[config.mk]
export PLATFORM = sky130hd
export DESIGN_NAME = crc16_packet_deframer_unit
export DESIGN_NICKNAME = d
export VERILOG_FILES = /design/src/rtl/core/crcdf_pkg.sv /design/src/rtl/core/crcdf_front.sv /design/src/rtl/core/crcdf_queue.sv /design/src/rtl/core/crcdf_back.sv /design/src/rtl/core/crc16_packet_deframer_unit.sv
export SDC_FILE = /design/constraint.sdc
export NUM_CORES = 1
export LEC_CHECK = 0
export BUFFER_PORTS_ARGS = -buffer_cell sky130_fd_sc_hd__buf_2
export CORE_ASPECT_RATIO = 0.8
export CORE_UTILIZATION = 35
export CTS_BUF_LIST = sky130_fd_sc_hd__clkbuf_16
export CTS_CLUSTER_DIAMETER = 40
export CTS_CLUSTER_SIZE = 20
export DETAILED_ROUTE_END_ITERATION = 10
export GPL_ROUTABILITY_DRIVEN = 1
export GPL_TIMING_DRIVEN = 0
export RECOVER_POWER = 50
export SYNTH_ARGS = -nofsm -noshare
export SYNTH_HDL_FRONTEND = slang
export SYNTH_HIERARCHICAL = 1
export SYNTH_SLANG_ARGS = --single-unit
[constraint.sdc]
create_clock -name clk_i -period 4.4 [get_ports clk_i]
set_input_delay 0.44 -clock clk_i [delete_from_list [all_inputs] [get_ports clk_i]]
set_output_delay 0.44 -clock clk_i [all_outputs]
set_load 0.01 [all_outputs]
[src/rtl/core/crcdf_pkg.sv]
`default_nettype none
package crcdf_pkg;

  localparam int unsigned CfgIdxW = 2;
  localparam int unsigned QueueDepth = 4;
  localparam int unsigned QueuePtrW = $clog2(QueueDepth);
  localparam int unsigned QueueCntW = $clog2(QueueDepth + 1);
  localparam logic [15:0] CrcPoly = 16'h1021;

  typedef enum logic [CfgIdxW-1:0] {
    CFG_SYNC_FIRST  = 2'd0,
    CFG_SYNC_SECOND = 2'd1,
    CFG_MAX_LEN     = 2'd2,
    CFG_UNUSED      = 2'd3
  } cfg_idx_e;

  typedef enum logic [1:0] {
    KIND_HEADER = 2'd0,
    KIND_DATA   = 2'd1,
    KIND_GOOD   = 2'd2,
    KIND_BAD    = 2'd3
  } kind_e;

  typedef struct packed {
    kind_e       kind;
    logic [7:0]  msg_id;
    logic [7:0]  msg_len;
    logic [7:0]  data;
    logic [31:0] time_us;
  } op_t;

  function automatic logic [15:0] crc_add(input logic [15:0] crc, input logic [7:0] b);
    logic [15:0] c;
    c = crc ^ {b, 8'h00};
    for (int i = 0; i < 8; i++) begin
      if (c[15]) begin
        c = {c[14:0], 1'b0} ^ CrcPoly;
      end else begin
        c = {c[14:0], 1'b0};
      end
    end
    return c;
  endfunction

endpackage
`default_nettype wire

[src/rtl/core/crcdf_front.sv]
`default_nettype none
module crcdf_front (
  input  wire logic                          clk_i,
  input  wire logic                          rst_ni,
  input  wire logic                          accept_i,
  input  wire logic [7:0]                    rx_byte_i,
  input  wire logic [31:0]                   time_us_i,
  input  wire logic                          cfg_we_i,
  input  wire logic [crcdf_pkg::CfgIdxW-1:0] cfg_index_i,
  input  wire logic [7:0]                    cfg_data_i,
  output logic                               push_o,
  output crcdf_pkg::op_t                     op_o
);

  typedef enum logic [2:0] {
    PH_SYNC1   = 3'd0,
    PH_SYNC2   = 3'd1,
    PH_ID      = 3'd2,
    PH_LEN     = 3'd3,
    PH_PAYLOAD = 3'd4,
    PH_CRCLO   = 3'd5,
    PH_CRCHI   = 3'd6
  } phase_e;

  phase_e      phase_q, phase_d;
  logic [7:0]  sync_first_q, sync_second_q, max_len_q;
  logic [7:0]  id_q, id_d, len_q, len_d, cnt_q, cnt_d, crc_lo_q, crc_lo_d;
  logic [15:0] crc_q, crc_d, crc_upd;
  logic [7:0]  cnt_inc;

  assign crc_upd = crcdf_pkg::crc_add(crc_q, rx_byte_i);
  assign cnt_inc = cnt_q + 8'd1;

  always_comb begin
    phase_d  = phase_q;
    id_d     = id_q;
    len_d    = len_q;
    cnt_d    = cnt_q;
    crc_d    = crc_q;
    crc_lo_d = crc_lo_q;
    push_o   = 1'b0;
    op_o     = '{kind: crcdf_pkg::KIND_HEADER, msg_id: id_q, msg_len: len_q,
                 data: 8'h00, time_us: time_us_i};
    if (accept_i) begin
      unique case (phase_q)
        PH_SYNC2: begin
          if (rx_byte_i == sync_second_q) begin
            crc_d   = crc_upd;
            phase_d = PH_ID;
          end else begin
            phase_d = PH_SYNC1;
          end
        end
        PH_ID: begin
          id_d    = rx_byte_i;
          crc_d   = crc_upd;
          phase_d = PH_LEN;
        end
        PH_LEN: begin
          len_d = rx_byte_i;
          cnt_d = 8'h00;
          if (rx_byte_i > max_len_q) begin
            phase_d = PH_SYNC1;
          end else begin
            crc_d          = crc_upd;
            phase_d        = (rx_byte_i != 8'h00) ? PH_PAYLOAD : PH_CRCLO;
            push_o         = 1'b1;
            op_o.msg_len   = rx_byte_i;
          end
        end
        PH_PAYLOAD: begin
          crc_d = crc_upd;
          cnt_d = cnt_inc;
          if (cnt_inc >= len_q) begin
            phase_d = PH_CRCLO;
          end
          push_o    = 1'b1;
          op_o.kind = crcdf_pkg::KIND_DATA;
          op_o.data = rx_byte_i;
        end
        PH_CRCLO: begin
          crc_lo_d = rx_byte_i;
          phase_d  = PH_CRCHI;
        end
        PH_CRCHI: begin
          phase_d   = PH_SYNC1;
          push_o    = 1'b1;
          op_o.kind = ({rx_byte_i, crc_lo_q} == crc_q) ? crcdf_pkg::KIND_GOOD
                                                      : crcdf_pkg::KIND_BAD;
        end
        default: begin
          phase_d = PH_SYNC1;
          if (rx_byte_i == sync_first_q) begin
            crc_d   = crcdf_pkg::crc_add(16'h0000, rx_byte_i);
            phase_d = PH_SYNC2;
          end
        end
      endcase
    end
  end

  always_ff @(posedge clk_i or negedge rst_ni) begin
    if (!rst_ni) begin
      phase_q       <= PH_SYNC1;
      id_q          <= 8'h00;
      len_q         <= 8'h00;
      cnt_q         <= 8'h00;
      crc_q         <= 16'h0000;
      crc_lo_q      <= 8'h00;
      sync_first_q  <= 8'h00;
      sync_second_q <= 8'h00;
      max_len_q     <= 8'hFF;
    end else begin
      phase_q  <= phase_d;
      id_q     <= id_d;
      len_q    <= len_d;
      cnt_q    <= cnt_d;
      crc_q    <= crc_d;
      crc_lo_q <= crc_lo_d;
      if (cfg_we_i) begin
        unique case (crcdf_pkg::cfg_idx_e'(cfg_index_i))
          crcdf_pkg::CFG_SYNC_FIRST:  sync_first_q  <= cfg_data_i;
          crcdf_pkg::CFG_SYNC_SECOND: sync_second_q <= cfg_data_i;
          crcdf_pkg::CFG_MAX_LEN:     max_len_q     <= cfg_data_i;
          default: ;
        endcase
      end
    end
  end

endmodule
`default_nettype wire

[src/rtl/core/crcdf_queue.sv]
`default_nettype none
module crcdf_queue (
  input  wire logic           clk_i,
  input  wire logic           rst_ni,
  input  wire logic           push_i,
  input  wire crcdf_pkg::op_t push_op_i,
  input  wire logic           pop_i,
  output crcdf_pkg::op_t      head_op_o,
  output logic                empty_o,
  output logic                full_o
);

  crcdf_pkg::op_t                       mem_q [crcdf_pkg::QueueDepth];
  logic [crcdf_pkg::QueuePtrW-1:0]      wr_ptr_q, rd_ptr_q;
  logic [crcdf_pkg::QueueCntW-1:0]      count_q;

  assign empty_o   = (count_q == '0);
  assign full_o    = (count_q == crcdf_pkg::QueueCntW'(crcdf_pkg::QueueDepth));
  assign head_op_o = mem_q[rd_ptr_q];

  always_ff @(posedge clk_i) begin
    if (push_i) begin
      mem_q[wr_ptr_q] <= push_op_i;
    end
  end

  always_ff @(posedge clk_i or negedge rst_ni) begin
    if (!rst_ni) begin
      wr_ptr_q <= '0;
      rd_ptr_q <= '0;
      count_q  <= '0;
    end else begin
      if (push_i) begin
        wr_ptr_q <= wr_ptr_q + 1'b1;
      end
      if (pop_i) begin
        rd_ptr_q <= rd_ptr_q + 1'b1;
      end
      if (push_i && !pop_i) begin
        count_q <= count_q + 1'b1;
      end else if (pop_i && !push_i) begin
        count_q <= count_q - 1'b1;
      end
    end
  end

endmodule
`default_nettype wire

[src/rtl/core/crcdf_back.sv]
`default_nettype none
module crcdf_back (
  input  wire logic           clk_i,
  input  wire logic           rst_ni,
  input  wire crcdf_pkg::op_t head_op_i,
  input  wire logic           empty_i,
  output logic                pop_o,
  output logic                out_valid_o,
  input  wire logic           out_stall_i,
  output logic [1:0]          kind_o,
  output logic [7:0]          msg_id_o,
  output logic [7:0]          msg_len_o,
  output logic [7:0]          data_o,
  output logic [31:0]         crc_failures_o,
  output logic [31:0]         heard_time_us_o,
  output logic                frame_last_o
);

  logic        valid_q;
  logic [31:0] fail_q, fail_d, heard_q, heard_d;
  logic [1:0]  kind_q;
  logic [7:0]  id_q, len_q, data_q;

  assign pop_o = !empty_i && (!valid_q || !out_stall_i);

  always_comb begin
    fail_d  = fail_q;
    heard_d = heard_q;
    if (head_op_i.kind == crcdf_pkg::KIND_BAD) begin
      fail_d = fail_q + 32'd1;
    end
    if (head_op_i.kind == crcdf_pkg::KIND_GOOD) begin
      heard_d = head_op_i.time_us;
    end
  end

  always_ff @(posedge clk_i or negedge rst_ni) begin
    if (!rst_ni) begin
      valid_q <= 1'b0;
      fail_q  <= 32'd0;
      heard_q <= 32'd0;
    end else begin
      if (pop_o) begin
        valid_q <= 1'b1;
        fail_q  <= fail_d;
        heard_q <= heard_d;
      end else if (!out_stall_i) begin
        valid_q <= 1'b0;
      end
    end
  end

  always_ff @(posedge clk_i) begin
    if (pop_o) begin
      kind_q <= head_op_i.kind;
      id_q   <= head_op_i.msg_id;
      len_q  <= head_op_i.msg_len;
      data_q <= head_op_i.data;
    end
  end

  assign out_valid_o     = valid_q;
  assign kind_o          = kind_q;
  assign msg_id_o        = id_q;
  assign msg_len_o       = len_q;
  assign data_o          = data_q;
  assign crc_failures_o  = fail_q;
  assign heard_time_us_o = heard_q;
  assign frame_last_o    = kind_q[1];

endmodule
`default_nettype wire

[src/rtl/core/crc16_packet_deframer_unit.sv]
// A result is written into the queue when its byte is transferred and is then
// registered in the output stage when no earlier result waits ahead of it.
// Throughput: one byte per cycle while the queue is not full.
// A four-entry queue between the parser and the output stage absorbs output stalls.
// Reset is asynchronous and active low; it restores the configuration defaults and
// the search for the first sync byte and clears the failure count and last time.
`default_nettype none
module crc16_packet_deframer_unit (
  input  wire logic                          clk_i,
  input  wire logic                          rst_ni,
  input  wire logic                          in_valid_i,
  output logic                               in_stall_o,
  input  wire logic [7:0]                    rx_byte_i,
  input  wire logic [31:0]                   time_us_i,
  input  wire logic                          cfg_valid_i,
  output logic                               cfg_ready_o,
  input  wire logic [crcdf_pkg::CfgIdxW-1:0] cfg_index_i,
  input  wire logic [7:0]                    cfg_data_i,
  output logic                               out_valid_o,
  input  wire logic                          out_stall_i,
  output logic [1:0]                         kind_o,
  output logic [7:0]                         msg_id_o,
  output logic [7:0]                         msg_len_o,
  output logic [7:0]                         data_o,
  output logic [31:0]                        crc_failures_o,
  output logic [31:0]                        heard_time_us_o,
  output logic                               frame_last_o
);

  logic           accept, push, pop, empty, full;
  crcdf_pkg::op_t push_op, head_op;

  assign in_stall_o  = full;
  assign accept      = in_valid_i && !full;
  assign cfg_ready_o = 1'b1;

  crcdf_front u_front (
    .clk_i       (clk_i),
    .rst_ni      (rst_ni),
    .accept_i    (accept),
    .rx_byte_i   (rx_byte_i),
    .time_us_i   (time_us_i),
    .cfg_we_i    (cfg_valid_i),
    .cfg_index_i (cfg_index_i),
    .cfg_data_i  (cfg_data_i),
    .push_o      (push),
    .op_o        (push_op)
  );

  crcdf_queue u_queue (
    .clk_i     (clk_i),
    .rst_ni    (rst_ni),
    .push_i    (push),
    .push_op_i (push_op),
    .pop_i     (pop),
    .head_op_o (head_op),
    .empty_o   (empty),
    .full_o    (full)
  );

  crcdf_back u_back (
    .clk_i           (clk_i),
    .rst_ni          (rst_ni),
    .head_op_i       (head_op),
    .empty_i         (empty),
    .pop_o           (pop),
    .out_valid_o     (out_valid_o),
    .out_stall_i     (out_stall_i),
    .kind_o          (kind_o),
    .msg_id_o        (msg_id_o),
    .msg_len_o       (msg_len_o),
    .data_o          (data_o),
    .crc_failures_o  (crc_failures_o),
    .heard_time_us_o (heard_time_us_o),
    .frame_last_o    (frame_last_o)
  );

endmodule
`default_nettype wire
==> flow_summary.yaml <==
cts:
  clk-insertion-delay-late_ns: 0.60
  cts_buffers: 53
  cts_tree: "built"
  cts.clk_slew.worst_paths_ns: 0.06
  clockRootBuffer: "clkbuf_16"
  htreeDepth: 2
  ctsLongestPathBuffers: 3
  cts_sinks: 405
power:
  switchingPower_uw: 3720
  power.leakage_uw: 0.00744
  vdd_drop_max_v: 0.000331
  pwr_density_cell_mw_per_mm2: 623
  clockPowerShare_pct: 34.2
  switching_share_pct: 29.8
  comb_power_share_pct: 25.1
  total_power_uw: 12500
  power_frac_seq_pct: 40.7
  intPower_uw: 8770
critical_path:
  crit_path_max_fanout: 8
  cp-startpoint: "u_front/max_len_q[1]"
  crit_family: "adder cells"
  reg2regPathDepth: 14
  arrival_ns: 3.80
  crit_type: "register to register"
  cp-start-kind: "register"
  crit_path_end_kind: "register"
  r2r_start: "u_front/max_len_q[1]"
  worst_path_max_delay_cell: "dfstp_2"
  critPathBufInv: 2
  required_ns: 4.90
  cp_num_cells: 14
  ff2ff_setup_slack_ns: 1.10
  slowest_delay_ns: 0.52
  path_cells: "inv_1 > ha_1 > nor2b_1 > o211ai_1 > a21oi_1 > o22ai_1 > a21oi_1 > nor2_1 > ha_1 > inv_1 > fa_1 > xor2_1 > nor2_1 > xor2_1"
timing:
  worst_slack_ns: 1.10
  clock-skew-final_ns: 0.0233
  whs_ns: 0.112
  finalMaxSlewViolations: 90
  max_slew.worst_pin.slew_ns: 2.44
  setup_viol: 0
  rsz0062_at_grt: "no"
  period_needed_ns: 3.30
  slew_headroom_pct: -62.8
  timing.fmax_ghz: 0.303
  fin_crit_sh_pct: 75.0
  hold_violations: 0
grt:
  grt_pass1_vias: 8918
  antenna_found_initial: 0
  overflow: 0
  grt_usage_pct: 14.1
  grt_pass1_wl_um: 53200
  grt_start_max_net_pins: 90
synthesis:
  synthArstFlopShare_pct: 36.3
  synthDistinctLibCells: 55
  yosysSeqAreaShare_pct: 67.1
  synth-seq-cells: 405
  ys.flop_type: "edfxtp_1"
  synth_fp_nets: 1067
  synth-edff-count: 258
  yosysTopAreaCell: "edfxtp_1"
  syn-mean-instance-area_um2: 17.2
  synth_top_area_share_pct: 45.5
  netlist_instances: 988
  netlist_area_mm2: 0.0170
  yosys_warnings: 6
  ys_top_cells_by_area: "edfxtp_1, dfrtp_1, mux4_2"
run_status:
  violations: "max-capacitance violations, max-slew violations"
  run_status: "finished with violations"
placement:
  dp_cells: 1727
  gp_routability_congestion: 0.771
  pre_cts_slack_ns: 0.934
  place_hpwl_um: 21700
  placement.io_buffers: 114
routing:
  via_count: 8799
  highest_layer: "met4"
  drtIter0Drc: 434
  via_per_inst: 4.81
  first_pass_iters: 4
  wl_met2_um: 16000
  drcViolationCount: 0
  drt-wirelength-per-cell_um: 19.0
  drt-met1-wl_um: 16300
  dr_wl_met3_um: 1690
  final_antenna_net_count: 0
  finalWirelength_um: 34800
finish:
  instances_no_fill: 1830
  diodes: 0
  fillers: 4343
  fin_nets: 1244
  syn_to_final_growth_pct: 17.6
  layout-drive-gt1-share_pct: 27.1
die:
  dieWidth_um: 249
  die_area_mm2: 0.0496
  rows: 71
  coreArea_mm2: 0.0475
  ios: 149
  die_h_um: 199
  start_util_pct: 35.8
worst_hold_path:
  min_from: "time_us_i[21]"
  hold_class: "input pin to register"
  hold_depth: 1
run:
  cap_violations: 1
-- final cells by class --
class                      count  area [um^2]  area share, %
multi-input combinational    491         4970           24.8
timing repair buffer         122          609           3.04
sequential                   405        11400           57.1
clock inverter                45          415           2.07
inverter                      20         75.1          0.375
buffer                        72          382           1.90
clock buffer                  55         1380           6.87
tap                          620          776           3.87
-- state kept, by name, indices dropped and copies added, names as in the netlist, 8 cells and up --
name                    count
u_queue/mem_q             232
u_back/crc_failures_o      32
u_back/heard_time_us_o     32
u_front/crc_q              16
u_back/data_o               8
u_back/msg_id_o             8
u_back/msg_len_o            8
u_front/cnt_q               8
u_front/crc_lo_q            8
u_front/id_q                8
u_front/len_q               8
u_front/max_len_q           8
u_front/sync_first_q        8
u_front/sync_second_q       8
-- power by group through the flow --
stage | clock network (uW) | logic [uW] | registers (uW)
after floorplan | 0 | 2310 | 5210
after global placement | 0 | 3300 | 5130
after detailed placement | 0 | 3360 | 5150
after CTS | 4410 | 3370 | 5080
after global routing | 4550 | 3440 | 5160
final | 4270 | 3140 | 5080
-- stage by stage --
stage | util [%] | setup TNS, ns | instance area, um^2
after floorplan | - | 0 | 17000
after global placement | 38.7 | -214.38 | 18400
after detailed placement | 39.0 | 0 | 18500
after CTS | 42.8 | 0 | 20400
after global routing | 42.2 | 0 | 20000
final | 42.2 | 0 | 20000
-- cell usage in the layout, fill, tap and decap left out, types with 19 or more instances in the layout --
cell type,count
edfxtp_1,258
clkbuf_16,55
mux4_2,58
inv_1,23
clkbuf_1,138
xor2_1,44
dfrtp_1,139
ha_1,23
nand4_1,19
buf_2,36
nand2_1,44
mux2_2,94
xnor2_1,73
-- per-layer routing --
| layer | vias to the layer above | GRT usage, % |
|---|---|---|
| met4 | 0 | 4.81 |
| met2 | 181 | 21.9 |
| met3 | 54 | 3.13 |
| met1 | 4528 | 19.7 |
| met5 | - | 0 |
| li1 | 4036 | - |
-- Yosys cell counts, drive strengths merged (3+ instances only) --
library cell,instances
o211ai,3
nor3,5
and2,14
nand3,20
nor2b,6
a21oi,15
mux4,58
nand3b,3
dfrtp,139
nand2,44
nor4,6
xor2,44
ha,23
inv,20
a22o,6
dfstp,8
edfxtp,258
o21ai,10
nor2,11
and4,4
and3,8
mux2,104
nand4,19
xnor2,74
clkbuf,9
buf,63
-- what timing repair did --
item                                    CTS  global route
setup buffers                             0             0
endpoints found under the hold margin    66             0
endpoints found under the setup margin    0             0
gates resized for setup                   0             0
hold buffers                              3             0
-- final timing paths --
check | endpoint
worst max register to register | u_queue/count_q[2]
min in group asynchronous | u_back/heard_time_us_o[17]
worst min register to register | u_back/crc_failures_o[31]
worst min-delay path | u_queue/mem_q[2][21]
max in group asynchronous | u_front/sync_first_q[4]
worst max-delay path | u_queue/count_q[2]
-- kinds of logic (layout without fill, tap and decap cells) --
logic type	count (synthesis)	in the layout	synth area share, %
AOI/OAI and AO/OA	42	42	1.67
xor gates and xnor gates	118	118	6.11
and+or+nand+nor	144	144	4.77
adders and majority gates	24	24	1.81
other	1	1	0.0220
muxes	162	162	14.8
DFF	405	405	67.1
buffers and inverters	92	314	3.72
No activity file was read; power rests on OpenSTA's default activity.
